### src/rtl/ksc_pkg.sv
// ----------------------------------------------------------------------------
// ksc_pkg: shared types and constants for the keyword substitution cipher
// Command codes, field widths and the item and result records that pass
// between the top level and the key store.
// ----------------------------------------------------------------------------
package ksc_pkg;

   // Field widths
   localparam int LETTER_W = 5;
   localparam int CMD_W    = 2;
   // Letter compares against lengths that can reach the alphabet size (32)
   localparam int CMP_W    = LETTER_W + 1;

   // Stream data widths, padded to whole bytes
   localparam int REQ_DATA_W = 8;
   localparam int RSP_DATA_W = 8;

   // Default alphabet size
   localparam int ALPHABET_SIZE_DEFAULT = 26;

   // Command codes
   localparam logic [CMD_W-1:0] CMD_CLEAR  = 2'd0;
   localparam logic [CMD_W-1:0] CMD_APPEND = 2'd1;
   localparam logic [CMD_W-1:0] CMD_ENCODE = 2'd2;
   localparam logic [CMD_W-1:0] CMD_DECODE = 2'd3;

   // One command as taken from the request channel
   typedef struct packed {
      logic [CMD_W-1:0]    command;
      logic [LETTER_W-1:0] letter;
   } item_type;

   // One result as sent on the response channel
   typedef struct packed {
      logic                status;
      logic [LETTER_W-1:0] result_letter;
   } result_type;

endpackage

### src/rtl/keyword_substitution_cipher_top.sv
// A request passes the stage register and key store to the response register.
// Throughput: one command per cycle unless rsp_tready stalls; key store reads
// and updates share a cycle, so consecutive commands see each other's effect.
// Reset (synchronous, active high) empties the key and both stream stages.
// ----------------------------------------------------------------------------
// keyword_substitution_cipher_top: keyword substitution cipher, stream ports
// Request stage register, key store lookup, response register.
// ----------------------------------------------------------------------------
module keyword_substitution_cipher_top #(
   parameter int ALPHABET_SIZE = ksc_pkg::ALPHABET_SIZE_DEFAULT
) (
   input  logic                           clock,
   input  logic                           reset,
   // Request channel
   input  logic                           req_tvalid,
   output logic                           req_tready,
   // [4:0] letter, [7:5] zero
   input  logic [ksc_pkg::REQ_DATA_W-1:0] req_tdata,
   // [1:0] command
   input  logic [ksc_pkg::CMD_W-1:0]      req_tuser,
   // Response channel
   output logic                           rsp_tvalid,
   input  logic                           rsp_tready,
   // [4:0] result_letter, [5] status, [7:6] zero
   output logic [ksc_pkg::RSP_DATA_W-1:0] rsp_tdata
);

   logic                stage_valid_ff;
   ksc_pkg::item_type   stage_item_ff;
   logic                rsp_valid_ff;
   ksc_pkg::result_type rsp_result_ff;

   ksc_pkg::result_type result;
   logic                advance;
   logic                req_transfer;

   // Move the staged command on when the response register is free
   assign advance      = stage_valid_ff && (!rsp_valid_ff || rsp_tready);
   assign req_tready   = !stage_valid_ff || advance;
   assign req_transfer = req_tvalid && req_tready;

   // Hold the accepted command in the stage register
   always_ff @(posedge clock) begin
      if (reset) begin
         stage_valid_ff <= 1'b0;
      end else if (req_transfer) begin
         stage_valid_ff <= 1'b1;
      end else if (advance) begin
         stage_valid_ff <= 1'b0;
      end
   end

   always_ff @(posedge clock) begin
      if (req_transfer) begin
         stage_item_ff.command <= req_tuser;
         stage_item_ff.letter  <= req_tdata[ksc_pkg::LETTER_W-1:0];
      end
   end

   ksc_key_store #(
      .ALPHABET_SIZE (ALPHABET_SIZE)
   ) u_key_store (
      .clock  (clock),
      .reset  (reset),
      .item   (stage_item_ff),
      .apply  (advance),
      .result (result)
   );

   // Load the response register; drop it once transferred
   always_ff @(posedge clock) begin
      if (reset) begin
         rsp_valid_ff <= 1'b0;
      end else if (advance) begin
         rsp_valid_ff <= 1'b1;
      end else if (rsp_tready) begin
         rsp_valid_ff <= 1'b0;
      end
   end

   always_ff @(posedge clock) begin
      if (advance) begin
         rsp_result_ff <= result;
      end
   end

   assign rsp_tvalid = rsp_valid_ff;
   assign rsp_tdata  = ksc_pkg::RSP_DATA_W'(rsp_result_ff);

endmodule

### src/rtl/ksc_key_store.sv
// ----------------------------------------------------------------------------
// ksc_key_store: key state and single-pass encode/decode lookup
// Holds the key letters, their positions, the used-letter mask and, for each
// letter, the count of unused letters below it. The result for the presented
// command is combinational; the state update lands when apply is high.
// ----------------------------------------------------------------------------
module ksc_key_store #(
   parameter int ALPHABET_SIZE = ksc_pkg::ALPHABET_SIZE_DEFAULT
) (
   input  logic                 clock,
   input  logic                 reset,
   input  ksc_pkg::item_type    item,
   input  logic                 apply,
   output ksc_pkg::result_type  result
);

   localparam int IDX_W    = $clog2(ALPHABET_SIZE);
   localparam int LEN_W    = $clog2(ALPHABET_SIZE + 1);
   localparam int LETTER_W = ksc_pkg::LETTER_W;
   localparam int CMP_W    = ksc_pkg::CMP_W;

   // Key storage: no reset, entries are read only once written
   logic [LETTER_W-1:0]      key_letters_ff  [ALPHABET_SIZE];
   logic [LETTER_W-1:0]      key_position_ff [ALPHABET_SIZE];
   // Control state
   logic [LETTER_W-1:0]      below_ff        [ALPHABET_SIZE];
   logic [ALPHABET_SIZE-1:0] used_ff;
   logic [LEN_W-1:0]         key_length_ff;

   logic [CMP_W-1:0]    letter_ext;
   logic [CMP_W-1:0]    length_ext;
   logic [IDX_W-1:0]    idx;
   logic                in_range;
   logic                letter_used;
   logic                key_full;
   logic                key_hit;
   logic                append_ok;
   logic [LETTER_W-1:0] target;
   logic [LETTER_W-1:0] free_letter;
   logic [LETTER_W-1:0] encoded;
   logic [LETTER_W-1:0] decoded;

   // Decode the letter against the current key
   assign letter_ext  = CMP_W'(item.letter);
   assign length_ext  = CMP_W'(key_length_ff);
   assign idx         = item.letter[IDX_W-1:0];
   assign in_range    = letter_ext < CMP_W'(ALPHABET_SIZE);
   assign letter_used = in_range && used_ff[idx];
   assign key_full    = length_ext >= CMP_W'(ALPHABET_SIZE);
   assign key_hit     = letter_ext < length_ext;
   assign append_ok   = in_range && !letter_used && !key_full;
   assign target      = LETTER_W'(letter_ext - length_ext);

   // Pick the unused letter whose rank among unused letters matches target
   always_comb begin
      free_letter = '0;
      for (int c = 0; c < ALPHABET_SIZE; c++) begin
         if (!used_ff[c] && (below_ff[c] == target)) begin
            free_letter = free_letter | LETTER_W'(c);
         end
      end
   end

   assign encoded = key_hit ? key_letters_ff[idx] : free_letter;
   assign decoded = letter_used ? key_position_ff[idx]
                                : LETTER_W'(length_ext + CMP_W'(below_ff[idx]));

   // Form the result for the presented command
   always_comb begin
      result = '0;
      unique case (item.command)
         ksc_pkg::CMD_CLEAR: begin
            result = '0;
         end
         ksc_pkg::CMD_APPEND: begin
            result.status = !append_ok;
         end
         ksc_pkg::CMD_ENCODE: begin
            result.result_letter = in_range ? encoded : '0;
         end
         ksc_pkg::CMD_DECODE: begin
            result.result_letter = in_range ? decoded : '0;
         end
      endcase
   end

   // Update length, used mask and unused-below counts
   always_ff @(posedge clock) begin
      if (reset) begin
         key_length_ff <= '0;
         used_ff       <= '0;
         for (int c = 0; c < ALPHABET_SIZE; c++) begin
            below_ff[c] <= LETTER_W'(c);
         end
      end else if (apply) begin
         if (item.command == ksc_pkg::CMD_CLEAR) begin
            key_length_ff <= '0;
            used_ff       <= '0;
            for (int c = 0; c < ALPHABET_SIZE; c++) begin
               below_ff[c] <= LETTER_W'(c);
            end
         end else if (item.command == ksc_pkg::CMD_APPEND && append_ok) begin
            key_length_ff <= key_length_ff + 1'b1;
            used_ff[idx]  <= 1'b1;
            for (int c = 0; c < ALPHABET_SIZE; c++) begin
               if (LETTER_W'(c) > item.letter) begin
                  below_ff[c] <= below_ff[c] - 1'b1;
               end
            end
         end
      end
   end

   // Record the appended letter and its key position
   always_ff @(posedge clock) begin
      if (apply && item.command == ksc_pkg::CMD_APPEND && append_ok) begin
         key_letters_ff[key_length_ff[IDX_W-1:0]] <= item.letter;
         key_position_ff[idx]                     <= LETTER_W'(key_length_ff);
      end
   end

endmodule
### config.mk
export PLATFORM = sky130hd
export DESIGN_NAME = keyword_substitution_cipher_top
export DESIGN_NICKNAME = d
export VERILOG_FILES = /design/src/rtl/ksc_pkg.sv /design/src/rtl/keyword_substitution_cipher_top.sv /design/src/rtl/ksc_key_store.sv
export SDC_FILE = /design/constraint.sdc
export NUM_CORES = 1
export LEC_CHECK = 0
export ABC_AREA = 1
export BUFFER_PORTS_ARGS = -buffer_cell sky130_fd_sc_hd__buf_4
export CORE_AREA = 2 2 215 217
export DETAILED_ROUTE_END_ITERATION = 10
export DIE_AREA = 0 0 217 219
export PLACE_DENSITY = 0.68
export SYNTH_ARGS = -nofsm -noshare
export SYNTH_HDL_FRONTEND = slang
export SYNTH_SLANG_ARGS = --single-unit
export TNS_END_PERCENT = 10
### constraint.sdc
create_clock -name clock -period 3.5 [get_ports clock]
set_input_delay 0.7 -clock clock [delete_from_list [all_inputs] [get_ports clock]]
set_output_delay 0.7 -clock clock [all_outputs]
set_load 0.1 [all_outputs]
* After elaboration in Yosys (flattened, before gate mapping)
Memory sizes are Yosys's and may differ from the RTL's. A register that Yosys moved wholly into a read port is not among the register bits.
Cells that the tools add are included.
** Word-level totals
- Bits in latches :: 0
- Output and inout bits :: 10
- ROM bits :: 0
- Bits in writable memories :: 390
- Flip-flop bits (word level) :: 46
- Input port bits :: 14
- Memories :: 3
** Cells by class
- Add/subtract/negate cells :: 29
- Div/mod/pow operators :: 0
- Shifts and indexed selects :: 0
- Reductions and logical operators :: 72
- Bitwise gates (word level) :: 53
- Muxes and demuxes :: 281
- Multipliers :: 0
- Order comparisons :: 31
- Equal/unequal tests :: 28
** Memories
- u_key_store.below_ff :: depth 26, bits a word 5, rd ports 27, clocked after Yosys merged registers in 1, write ports 26, RTL line ksc_key_store.sv:26 : logic [LETTER_W-1:0] below_ff [ALPHABET_SIZE];
- u_key_store.key_letters_ff :: depth 26, bits a word 5, rd ports 1, clocked after Yosys merged registers in 1, write ports 1, RTL line ksc_key_store.sv:23 : logic [LETTER_W-1:0] key_letters_ff [ALPHABET_SIZE];
- u_key_store.key_position_ff :: depth 26, bits a word 5, rd ports 1, clocked after Yosys merged registers in 1, write ports 1, RTL line ksc_key_store.sv:24 : logic [LETTER_W-1:0] key_position_ff [ALPHABET_SIZE];
** Operator list (count)
- 5-bit 2-to-1 mux :: 78
- 26-bit 2-to-1 mux :: 9
- 1-bit 2-to-1 mux :: 177
- 5-bit by 1-bit subtractor with 5-bit output, second input constant :: 26
- 5-bit equality test :: 25
- 1-bit OR :: 52
- 5-bit greater-than comparator, first input constant :: 10
- 4-bit by 5-bit greater-than comparator with 1-bit output, first input constant :: 8
- 1-bit logical AND :: 34
- 4-bit 2-to-1 mux :: 8
- 1-bit logical NOT :: 30
- 26-bit OR :: 1
- 3-bit by 5-bit greater-than comparator with 1-bit output, first input constant :: 4
- 3-bit 2-to-1 mux :: 4
- 1-bit by 5-bit greater-than comparator with 1-bit output, first input constant :: 2
- 2-bit by 5-bit greater-than comparator with 1-bit output, first input constant :: 2
- 5-bit case mux with 2 select lines :: 1
- 3-bit nonzero test :: 3
- 5-bit by 6-bit less-than comparator with 1-bit output, second input constant :: 1
- 5-bit by 1-bit adder with 5-bit output, second input constant :: 1
- 5-bit adder :: 1
- 1-bit binary-select mux with 5-bit select :: 1
- 1-bit demux with 5-bit select :: 1
- 5-bit by 1-bit greater-or-equal comparator with 1-bit output, second input constant :: 1
- other kinds (11) :: 14

* Logic depth before layout (Yosys ltp)
- Depth in word-level cells :: 31
- Depth in mapped cells :: 23
- Gate-level depth less buffers :: 20

* Hierarchy
A second synthesis with hierarchy kept.
** Unflattened totals
- Cells, all modules :: 2258
- Area total of the unflattened synthesis :: 21719.6 µm²
** Modules (own cells, without submodules)
- ksc_key_store :: area an instance 21219.1 µm², times used 1, sequential area each 12281.8 µm², cells each 2230
- keyword_substitution_cipher_top :: area an instance 500.5 µm², times used 1, sequential area each 430.4 µm², cells each 28

* Worst setup path after synthesis
Ideal clock, no wire load.
- Kind :: flip-flop to flip-flop
- Start point :: reg with a tool-made name
- End point :: reg rsp_result_ff (netlist bit rsp_tdata[4]), data pin
- Arrival time :: 2.967 ns
- Stages on the path, launching flop included :: 21
- Library setup time :: 0.252 ns
- Path slack :: 0.281 ns
- Cells stage by stage :: dfxtp_1 clkbuf_1 inv_2 clkbuf_1 buf_2 buf_1 a21oi_1 o21ai_0 nand3_1 nand3_1 a31oi_1 ha_1 fa_1 nand3_1 nand2_1 xor2_1 nand3b_1 nand3_1 nand2_1 nand2_1 nand2_1
** RTL lines
- to (signal assigned) :: RTL line keyword_substitution_cipher_top.sv:83 : rsp_result_ff <= result;
- to (decl) :: RTL line keyword_substitution_cipher_top.sv:31 : ksc_pkg::result_type rsp_result_ff;

==> Flow_metrics.wiki <==
{| class="wikitable"
! Metric !! Value
|-
| Iteration count of the initial detailed-routing pass || 6
|-
| # diodes || 0
|-
| Class of the tightest hold or removal check || primary input to flop
|-
| Kind of start point of the critical path || flop
|-
| Yosys top cell by area || edfxtp_1
|-
| Async set-reset flop share out of synthesis || 0
|-
| Yosys warnings || 0
|-
| CTS Hold Buffers Added || 0
|-
| H-tree depth reported by CTS || 2
|-
| Post-CTS clock slew at the launch and capture registers of the worst setup and hold paths || 0.06 ns
|-
| Residual antenna-violating net count after detailed routing || 0
|-
| Arrival time of the worst setup path || 3.68 ns
|-
| Total placed instance area || 0.0235 mm2
|-
| Post-route standard cell area excluding fillers || 0.0250 mm2
|-
| EDFF count, synth || 393
|-
| Num Clock Sinks || 436
|-
| Dominant combinational cell family by area after synthesis || simple AND/OR/NAND/NOR gates
|-
| Number of standard cells after synthesis || 2,451
|-
| Routed length per instance || 20.8 um
|-
| Clock buffer depth || 3
|-
| Routability congestion estimate from global placement || 0.976
|-
| Fmax || 301 MHz
|-
| Average cell area after synthesis || 9.15 um2
|-
| Total die area || 0.0475 mm2
|-
| Top-level I/O count || 24
|-
| Global-route wire length before repair || 99.4 mm
|-
| Share of cells above drive strength 1 || 0.0857
|-
| Die extent in x || 217 um
|-
| Starting density of the core || 0.498
|-
| Leakage power || 9.84 nW
|-
| Sum of routed wire length over all layers || 64.9 mm
|-
| Minimum clock period || 3.32 ns
|-
| Number of storage elements in the synthesis netlist || 436
|-
| Count of placed standard cells including taps || 3,034
|-
| Final number of setup-violating endpoints || 0
|-
| Final count of hold timing violations || 0
|-
| Skew-Pair Late Insertion Delay || 0.60 ns
|-
| Vias per Instance || 5.78
|-
| Cell variety after synth || 47
|-
| Largest fanout on the critical path || 31
|-
| Most instantiated flip-flop cell in the synthesis netlist || edfxtp_1
|-
| Netlist area before placement || 0.0224 mm2
|-
| Compound-Gate Fraction of Synth Area || 0.0762
|-
| Final HPWL from detailed placement || 44.5 mm
|-
| Max-slew headroom || 0.431
|-
| Critical path data required time || 3.86 ns
|-
| Maximum number of pins on one net before global-route repair || 77
|-
| Worst supply voltage drop on vdd || 0.000332 V
|-
| Final total negative setup slack || 0 ns
|-
| Total number of nets in the final design || 2,536
|-
| Ordered list of cells on the worst path || inv_4 -> buf_4 -> o21ai_0 -> a21oi_1 -> a21oi_1 -> o21ai_0 -> nand2_1 -> nor2_1 -> a31oi_1 -> fa_1 -> nand3_1 -> nand2_1 -> xor2_1 -> nand3b_1 -> nand3_1 -> nand2_1 -> nand2_1 -> nand2_1
|-
| Max stage delay cell, worst path || fa_1
|-
| Area share of the leading cell type in the synthesized netlist || 0.526
|-
| Post-Layout Cell Count || 3,119
|-
| TritonCTS Buffers || 46
|-
| Number of pins with negative max-slew slack in the final report || 0
|-
| Critical setup path kind || flop to flop
|-
| Status || finished clean
|-
| CORE AREA || 0.0451 mm2
|-
| DRT iter0 DRCs || 1,988
|-
| Power per cell area || 491 mW/mm2
|-
| Clock root buffer || clkbuf_16
|-
| Number of I/O port buffers || 18
|-
| Crit. End Element || flop
|-
| Post-Synth Adder-Cell Area || 0.0230
|-
| Share of the cycle needed by the critical path after routing || 0.950
|-
| Least-Margin Pin Slew || 0.853 ns
|-
| Overall global routing resource usage || 0.274
|-
| Vias post-DR || 18,000
|-
| Unrepaired setup endpoints after global routing || no
|-
| Std-Cell Rows || 78
|-
| TritonCTS clock tree || built
|-
| Global route total overflow || 0
|-
| Vias in the first global route || 17,300
|-
| Area share of xor/xnor cells in the synthesized design || 0.0433
|-
| Dominant cell type by count on the critical path || nand2_1
|-
| Worst-case clock skew || 0.0250 ns
|-
| Die Ht || 219 um
|-
| Multiplexer area fraction after synthesis || 0
|-
| Number of antenna violations at the first check in global routing || 0
|-
| Peak per-stage delay on the critical path || 0.48 ns
|-
| Residual DRC count || 0
|-
| Area delta synth->final || 11.6%
|-
| Count of max-cap constraint violations || 0
|-
| Cell types with the largest area share after synthesis || edfxtp_1 (53%), nand2_1 (9.8%), nand3_1 (7.2%)
|-
| Share of the yosys chip area belonging to registers || 0.564
|-
| Worst hold slack after final layout || 0.280 ns
|-
| Post-synthesis simple-gate area fraction || 0.235
|}
==> per-stage QoR <==
step	power (mW)	util	setup slack (ns)
floorplan	6.88	-	0.281
global placement	7.40	0.521	0.217
detailed placement	7.43	0.521	0.174
CTS	12.3	0.555	0.149
global route	12.7	0.555	0.0756
finish	12.3	0.555	0.176
==> cell usage after synthesis, types with 21 or more instances <==
| library cell | count |
|---|---|
| dfxtp_1 | 43 |
| xor2_1 | 91 |
| nand2_1 | 588 |
| a22oi_1 | 23 |
| nor3_1 | 21 |
| ha_1 | 38 |
| o21ai_0 | 85 |
| clkbuf_1 | 82 |
| edfxtp_1 | 393 |
| a21oi_1 | 146 |
| nor2_1 | 238 |
| inv_1 | 198 |
| nand3_1 | 323 |
==> layout by cell type (no fill, tap or decap), types with 9 or more instances in the layout <==
master	instances
nand2_1	588
a21oi_1	146
o21ai_0	85
o22ai_1	11
ha_1	38
xnor2_1	20
inv_1	198
a22oi_1	23
nor3_2	13
edfxtp_1	393
nand3_1	323
clkbuf_1	14
buf_4	94
clkbuf_16	46
dfxtp_1	40
nor3_1	21
o211ai_1	15
nor2_1	238
nand4_1	12
clkbuf_8	9
or2_2	10
xor2_1	91
==> cell type report <==
type                            count  area, um2
Tap cell                          600        751
Clock buffer                       69       1330
Multi-Input combinational cell   1687       8490
Timing Repair Buffer               98        786
Sequential cell                   436      12700
Fill cell                        4015      20100
Clock inverter                     16        200
Inverter                          213        808
==> state kept, by name (all words and copies together), names as in the netlist, named ones only <==
register	count
u_key_store.used_ff	26
u_key_store.key_letters_ff	130
stage_item_ff	7
u_key_store.key_position_ff	130
stage_valid_ff	1
rsp_tdata	6
u_key_store.below_ff	125
u_key_store.key_length_ff	5
rsp_tvalid	1
==> cells by family (layout without fill, tap and decap cells) <==
kind of cell	count (synthesis)	count (layout)
flops	436	436
xor+xnor	111	111
fa+ha+maj	40	40
other cells	1	2
buf+inv	329	396
compound gates	305	305
simple gates	1229	1229
==> worst paths after layout <==
path                                      from                to  slack (ns)  depth (start not counted)
worst max-delay path                      flop      rsp_tdata[4]        0.18                         18
worst min-delay path              req_tuser[0]  stage_item_ff[5]        0.28                          1
worst max register to register            flop      rsp_tdata[4]        0.18                         18
worst min register to register  stage_valid_ff        rsp_tvalid        0.49                          2
==> routing by layer <==
metal / global-route usage / up-vias / wire (um)
met5: 0 / - / 0
met3: 0.0412 / 168 / 4910
li1: - / 8400 / -
met2: 0.438 / 828 / 30000
met4: 0.123 / 0 / 2880
met1: 0.373 / 8645 / 27100
==> timing repair <==
action,CTS,global route
endpoints found under the setup margin,0,2
buffers inserted,0,0
resized for setup,0,1
==> where the power goes <==
part / internal [mW] / switching [mW]
Clock: 2.86 / 2.08
Sequential: 5.72 / 0.0725
Combinational: 0.454 / 1.11
==> worst max-delay path, delay by kind of cell (launching register included) <==
kind                       cells  cell delay [ns]
AOI/OAI and AO/OA              5             0.79
and+or+nand+nor                9             0.75
buffers and inverters          2             0.53
adders and majority gates      1             0.48
DFF                            1             0.39
xor gates and xnor gates       1             0.15
Power figures use the tool's default switching activity.
